**config.mk**
```make
export PLATFORM = sky130hd
export DESIGN_NAME = vmm_ctrl
export DESIGN_NICKNAME = d
export VERILOG_FILES = /design/src/vmm_pkg.sv /design/src/vmm_ctrl.sv
export VERILOG_INCLUDE_DIRS = /design/src /design/src/src
export SDC_FILE = /design/constraint.sdc
export NUM_CORES = 1
export LEC_CHECK = 0
export BUFFER_PORTS_ARGS = -buffer_cell sky130_fd_sc_hd__clkbuf_2
export CORE_ASPECT_RATIO = 1.5
export CORE_MARGIN = 5
export CORE_UTILIZATION = 30
export CTS_BUF_LIST = sky130_fd_sc_hd__clkbuf_16
export DETAILED_ROUTE_END_ITERATION = 6
export PLACE_DENSITY_LB_ADDON = 0.25
export SLEW_MARGIN = 20
export SYNTH_ARGS = -nofsm -noshare
export SYNTH_HDL_FRONTEND = slang
export SYNTH_SLANG_ARGS = --single-unit
```
**constraint.sdc**
```tcl
create_clock -name aclk -period 2.8 [get_ports aclk]
set_clock_uncertainty 0.15 [all_clocks]
set_input_delay 0.56 -clock aclk [delete_from_list [all_inputs] [get_ports aclk]]
set_output_delay 0.56 -clock aclk [all_outputs]
set_load 0.01 [all_outputs]
```
**src/vector_matrix_multiply_top_defines.svh**
```systemverilog
// assertion helpers shared by vmm_ctrl and vmm_dp
`ifndef VECTOR_MATRIX_MULTIPLY_TOP_DEFINES_SVH
`define VECTOR_MATRIX_MULTIPLY_TOP_DEFINES_SVH

// clocked check, off while reset is held
`define VMM_ASSERT(lbl, prop, msg) \
    lbl: assert property (@(posedge aclk) disable iff (!aresetn) prop) else $error(msg);

// condition that must never be seen
`define VMM_NEVER(lbl, expr, msg) \
    `VMM_ASSERT(lbl, !(expr), msg)

`endif

```
**src/vmm_pkg.sv**
```systemverilog
`timescale 1ns / 1ps

package vmm_pkg;

    localparam int DEF_MAX_ROWS = 16;
    localparam int DEF_MAX_COLS = 16;

    localparam int CNT_W   = 5;
    localparam int IDX_W   = 4;
    localparam int ELEM_W  = 16;
    localparam int PROD_W  = 32;
    localparam int SUM_W   = 40;
    localparam int CMD_W   = 2;
    localparam int REG_W   = 2;

    localparam logic [CMD_W-1:0] CMD_LOAD_VEC = 2'd0;
    localparam logic [CMD_W-1:0] CMD_LOAD_MAT = 2'd1;
    localparam logic [CMD_W-1:0] CMD_START    = 2'd2;

    localparam logic [REG_W-1:0] REG_VECTOR_LENGTH = 2'd0;
    localparam logic [REG_W-1:0] REG_ROW_COUNT     = 2'd1;
    localparam logic [REG_W-1:0] REG_COL_COUNT     = 2'd2;

    typedef enum logic [2:0] {
        ST_IDLE,
        ST_COL_WAIT,
        ST_RUN,
        ST_DRAIN,
        ST_ERR
    } vmm_state_t;

    typedef struct packed {
        logic vec_we;
        logic mat_we;
        logic issue;
        logic first;
        logic final_row;
        logic last_col;
        logic push;
        logic push_err;
    } vmm_cmd_t;

    typedef struct packed {
        logic out_busy;
        logic col_done;
    } vmm_status_t;

endpackage

```
**src/vmm_ctrl.sv**
```systemverilog
`timescale 1ns / 1ps
`include "vector_matrix_multiply_top_defines.svh"

module vmm_ctrl import vmm_pkg::*; #(
    parameter int MAX_ROWS = DEF_MAX_ROWS,
    parameter int MAX_COLS = DEF_MAX_COLS,
    parameter int RW = (MAX_ROWS > 1) ? $clog2(MAX_ROWS) : 1,
    parameter int CW = (MAX_COLS > 1) ? $clog2(MAX_COLS) : 1
) (
    input  logic             aclk,
    input  logic             aresetn,
    input  logic             s_tvalid,
    output logic             s_tready,
    input  logic [CMD_W-1:0] in_cmd,
    input  logic [IDX_W-1:0] in_row,
    input  logic [IDX_W-1:0] in_col,
    input  logic             cfg_valid,
    input  logic [REG_W-1:0] cfg_index,
    input  logic [CNT_W-1:0] cfg_data,
    input  vmm_status_t      stat,
    output vmm_cmd_t         cmd,
    output logic [RW-1:0]    row_sel,
    output logic [CW-1:0]    col_sel
);

    vmm_state_t       state_reg, state_next;
    logic [CNT_W-1:0] vec_len_reg, row_cnt_reg, col_cnt_reg;
    logic [RW-1:0]    row_last_reg, row_last_next;
    logic [CW-1:0]    col_last_reg, col_last_next;
    logic             rows_zero_reg, rows_zero_next;
    logic [RW-1:0]    i_reg, i_next;
    logic [CW-1:0]    j_reg, j_next;
    logic             size_bad;
    logic             row_ok, col_ok;

    always_ff @(posedge aclk) begin
        if (!aresetn) begin
            vec_len_reg <= '0;
            row_cnt_reg <= CNT_W'(1);
            col_cnt_reg <= CNT_W'(1);
        end else if (cfg_valid) begin
            unique case (cfg_index)
                REG_VECTOR_LENGTH: vec_len_reg <= cfg_data;
                REG_ROW_COUNT:     row_cnt_reg <= cfg_data;
                REG_COL_COUNT:     col_cnt_reg <= cfg_data;
                default: ;
            endcase
        end
    end

    always_ff @(posedge aclk) begin
        if (!aresetn) begin
            state_reg     <= ST_IDLE;
            row_last_reg  <= '0;
            col_last_reg  <= '0;
            rows_zero_reg <= 1'b0;
            i_reg         <= '0;
            j_reg         <= '0;
        end else begin
            state_reg     <= state_next;
            row_last_reg  <= row_last_next;
            col_last_reg  <= col_last_next;
            rows_zero_reg <= rows_zero_next;
            i_reg         <= i_next;
            j_reg         <= j_next;
        end
    end

    assign size_bad = (vec_len_reg != row_cnt_reg) || (col_cnt_reg == '0);
    assign row_ok   = (32'(in_row) < MAX_ROWS);
    assign col_ok   = (32'(in_col) < MAX_COLS);

    always_comb begin
        state_next     = state_reg;
        row_last_next  = row_last_reg;
        col_last_next  = col_last_reg;
        rows_zero_next = rows_zero_reg;
        i_next         = i_reg;
        j_next         = j_reg;
        cmd            = '0;
        s_tready       = 1'b0;
        unique case (state_reg)
            ST_IDLE: begin
                s_tready = 1'b1;
                if (s_tvalid) begin
                    unique case (in_cmd)
                        CMD_LOAD_VEC: cmd.vec_we = row_ok;
                        CMD_LOAD_MAT: cmd.mat_we = row_ok && col_ok;
                        CMD_START: begin
                            i_next = '0;
                            j_next = '0;
                            if (size_bad) begin
                                state_next = ST_ERR;
                            end else begin
                                // counts above the store size saturate
                                rows_zero_next = (row_cnt_reg == '0);
                                row_last_next  = (32'(row_cnt_reg) > MAX_ROWS) ?
                                                 RW'(MAX_ROWS - 1) :
                                                 RW'(row_cnt_reg - CNT_W'(1));
                                col_last_next  = (32'(col_cnt_reg) > MAX_COLS) ?
                                                 CW'(MAX_COLS - 1) :
                                                 CW'(col_cnt_reg - CNT_W'(1));
                                state_next     = ST_COL_WAIT;
                            end
                        end
                        default: ;
                    endcase
                end
            end
            ST_COL_WAIT: begin
                if (!stat.out_busy) begin
                    if (rows_zero_reg) begin
                        // empty sum, result goes out straight away
                        cmd.push     = 1'b1;
                        cmd.last_col = (j_reg == col_last_reg);
                        if (j_reg == col_last_reg) begin
                            state_next = ST_IDLE;
                        end else begin
                            j_next = j_reg + 1'b1;
                        end
                    end else begin
                        i_next     = '0;
                        state_next = ST_RUN;
                    end
                end
            end
            ST_RUN: begin
                cmd.issue     = 1'b1;
                cmd.first     = (i_reg == '0);
                cmd.final_row = (i_reg == row_last_reg);
                cmd.last_col  = (j_reg == col_last_reg);
                if (i_reg == row_last_reg) begin
                    state_next = ST_DRAIN;
                end else begin
                    i_next = i_reg + 1'b1;
                end
            end
            ST_DRAIN: begin
                if (stat.col_done) begin
                    if (j_reg == col_last_reg) begin
                        state_next = ST_IDLE;
                    end else begin
                        j_next     = j_reg + 1'b1;
                        state_next = ST_COL_WAIT;
                    end
                end
            end
            ST_ERR: begin
                if (!stat.out_busy) begin
                    cmd.push     = 1'b1;
                    cmd.push_err = 1'b1;
                    cmd.last_col = 1'b1;
                    state_next   = ST_IDLE;
                end
            end
            default: state_next = ST_IDLE;
        endcase
    end

    assign row_sel = i_reg;
    assign col_sel = j_reg;

    `VMM_NEVER(a_run_out_empty, state_reg == ST_RUN && stat.out_busy, "output busy during run")
    `VMM_ASSERT(a_done_in_drain, stat.col_done |-> state_reg == ST_DRAIN, "column done outside drain")
    `VMM_ASSERT(a_err_col_zero, state_reg == ST_ERR |-> j_reg == '0, "error result column not zero")

endmodule

```
==> results.md <==
- Register area share after synthesis: 33.84%
- Initial drt markers: 102
- Hold Violations, Final: 0
- Dominant synthesized flop cell: dfxtp_1
- GRT overflow: 0
- Layout cells sized above 1: 21.18%
- Switching Fraction: 23.98%
- CTS clk-pin slew, worst paths: 50 ps
- CTS H-tree lvls: 2
- FFs w/ async S/R, synth: 0%
- Top-area cell type share of the netlist area: 33.84%
- Antenna Nets Post-Route: 0
- Syn Nets: 253
- Post-synthesis cell area: 2071 µm²
- Initial antenna violation count: 0
- Post-CTS Hold Buffers: 0
- Pin slew with the least headroom to its limit: 697.6 ps
- Max-slew headroom: 53.50%
- Library cells used by synthesis: 52
- Final Max Tran Viols: 0
- CP arrival: 1850 ps
- Launching point of the worst reg2reg path: state_reg[1]
- Routed vias: 1679
- Cell area after layout: 2409 µm²
- # Post-CTS Setup Buffers: 0
- Detailed placer's ending HPWL: 3308 µm
- Switching pwr: 280.5 µW
- Tmin final: 2557 ps
- Storage cell area: 701.9 µm²
- Max-Cap Viols: 0
- Setup violators final: 0
- Area Growth Syn to Fin: 16.31%
- CP endpoint kind: primary output
- First-pass GRT wire length: 7866 µm
- CTS Buf Count: 5
- Gr usage total: 10.73%
- Bufs on Longest Clock Path: 2
- Non-Filler Instances: 333
- Fmax: 0.3910 GHz
- Hold slack: 370.5 ps
- Yosys Warn Count: 0
- Status: complete, no violations
- Leakage: 0.0009938 µW
- Max VDD drop: 0.3469 mV
- Placed cells: 326
- Average cell area after synthesis: 9.203 µm²
- Most frequent cell after synthesis: dfxtp_1
- Initial Utilization: 30.43%
- Register share of total power: 45.0%
- Area of the core: 6805 µm²
- Pwr Density: 485.6 nW/µm²
- Net count of the finished layout: 283
- DR pass1 iterations: 4
- Worst-Skew Late Latency: 270 ps
- CTS tree: yes
- Die W: 77.84 µm
- Post-placement cell area: 2273 µm²
- Fill cells: 709
- Worst Reg-to-Reg Cells: 6
- Worst Hold Path EP: col_last_reg[3]
- Vias per cell: 5.042
- Unrepaired setup endpoints after global routing: no
- Setup_tns: 0 ps
- Period utilization: 91.33%
- Area taken by multi-input logic gates: 1264 µm²
- CTS sink cnt: 35
- CTS Root Cell: clkbuf_16
- Die H: 111.8 µm
- Die area: 8698 µm²
- Overall power: 1170 µW
- Final Wtd Congestion: 0.8121
- Post-synth EDFFs: 0
- Hold_sp: col_last_reg[3]
- Port Buffers: 31
- Vias in the first global route: 1699
- Hold Path Stages: 1
- Drt drc: 0
- Synth top cells by count: dfxtp_1 (35), nand2_1 (21), nor2b_1 (19)
- Std-Cell Rows: 37
- Comb pwr share: 11.0%
- RR Endpoint: state_reg[1]
- Crit path required time: 2090 ps
- Internal Power: 889.1 µW
- FF-to-FF setup slack: 630 ps
- Post-Route WL: 4396 µm
- I/O pins: 40
- Syn Inst Count: 225
- Top post-synthesis cells by area: dfxtp_1 (34%), mux2i_1 (8.7%), nor2b_1 (5.7%), xnor2_1 (4.7%), nand2_1 (3.8%)
- Largest net degree at the start of global routing: 39
- Clk pwr share: 44.0%
- N_diodes: 0
- Min-delay worst type: flop to flop
- Crit Path Category: flop to primary output
- Area leader, netlist: dfxtp_1
- Crit path max fanout: 10
- FF+latch count, synth: 35
- Avg WL per Cell: 13.20 µm
- Startpoint Class: flop
-- routing by layer --
| metal | global-route usage [%] | vias to the layer above | wire length (µm) |
|---|---|---|---|
| met2 | 18.29 | 28 | 2188 |
| met3 | 2.589 | 5 | 173 |
| met1 | 13.06 | 776 | 1980 |
| met5 | 0 | - | 0 |
| met4 | 3.440 | 0 | 54 |
| li1 | - | 870 | - |
-- cells by family (layout without fill, tap and decap cells) --
| logic type | count (synthesis) | count (layout) | share of synthesized area, % |
|---|---|---|---|
| adder cells (fa/ha/maj) | 5 | 5 | 3.021 |
| multiplexers | 19 | 19 | 9.245 |
| flip-flops | 35 | 35 | 33.84 |
| AO/OA/AOI/OAI | 39 | 39 | 15.47 |
| AND/OR/NAND/NOR | 92 | 92 | 25.86 |
| XOR/XNOR | 15 | 15 | 7.432 |
| buffers and inverters | 20 | 50 | 5.135 |
-- power by group through the flow --
stage | sequential, µW | combinational [µW] | clock (µW)
after floorplan | 528 | 101 | 0
final | 527 | 128 | 515
after CTS | 526 | 131 | 533
after global routing | 529 | 144 | 553
after global placement | 537 | 130 | 0
after detailed placement | 537 | 130 | 0
-- cells in the final DEF (no fill, tap or decap), drive strengths merged, types with 3 or more instances in the layout --
cell type,n
nand3,10
dfxtp,35
buf,3
inv,9
nand4,3
nand2b,3
nor2b,19
o21ai,5
nor3,7
nor2,9
ha,5
mux2i,18
o211a,7
a21oi,4
xnor2,14
nand3b,3
nor3b,5
clkbuf,36
nand2,21
o221a,3
-- final cells by class --
class / instances / area share, %
clock inverters: 2 / 0.3636
multi-input cells: 170 / 52.47
inverters: 9 / 1.403
well taps: 78 / 4.052
flip-flops and latches: 35 / 29.14
clock buffers: 5 / 5.195
repair buffers: 34 / 7.377
-- how the worst max path moves through the flow --
stage / start / endpoint / slack (ps) / cells past startpoint
floorplan: state_reg[2] / cmd[2] / 630 / 7
global placement: state_reg[0] / cmd[2] / 490 / 6
detailed placement: state_reg[0] / cmd[2] / 510 / 6
CTS: state_reg[0] / cmd[2] / 190 / 6
global route: state_reg[2] / cmd[2] / 120 / 6
finish: state_reg[1] / cmd[4] / 240 / 3
-- critical path, cell delays in order (launching register included) --
cell and delay, ps:
dfxtp_1 540, or3b_1 530, nor4b_1 320, clkbuf_2 180
-- timing repair --
| action | in CTS | in global routing |
|---|---|---|
| endpoints found under the setup margin | 0 | 1 |
| hold endpoints to repair | 0 | 0 |
| gates resized for setup | 0 | 1 |
-- through the flow --
step / util (%) / setup WS (ps)
after floorplan: - / 629.4
after global placement: 33.41 / 488.3
after detailed placement: 33.41 / 513.3
after CTS: 35.37 / 188.6
after global routing: 35.39 / 123.8
final: 35.39 / 242.7
No activity file was read; power rests on OpenSTA's default activity.
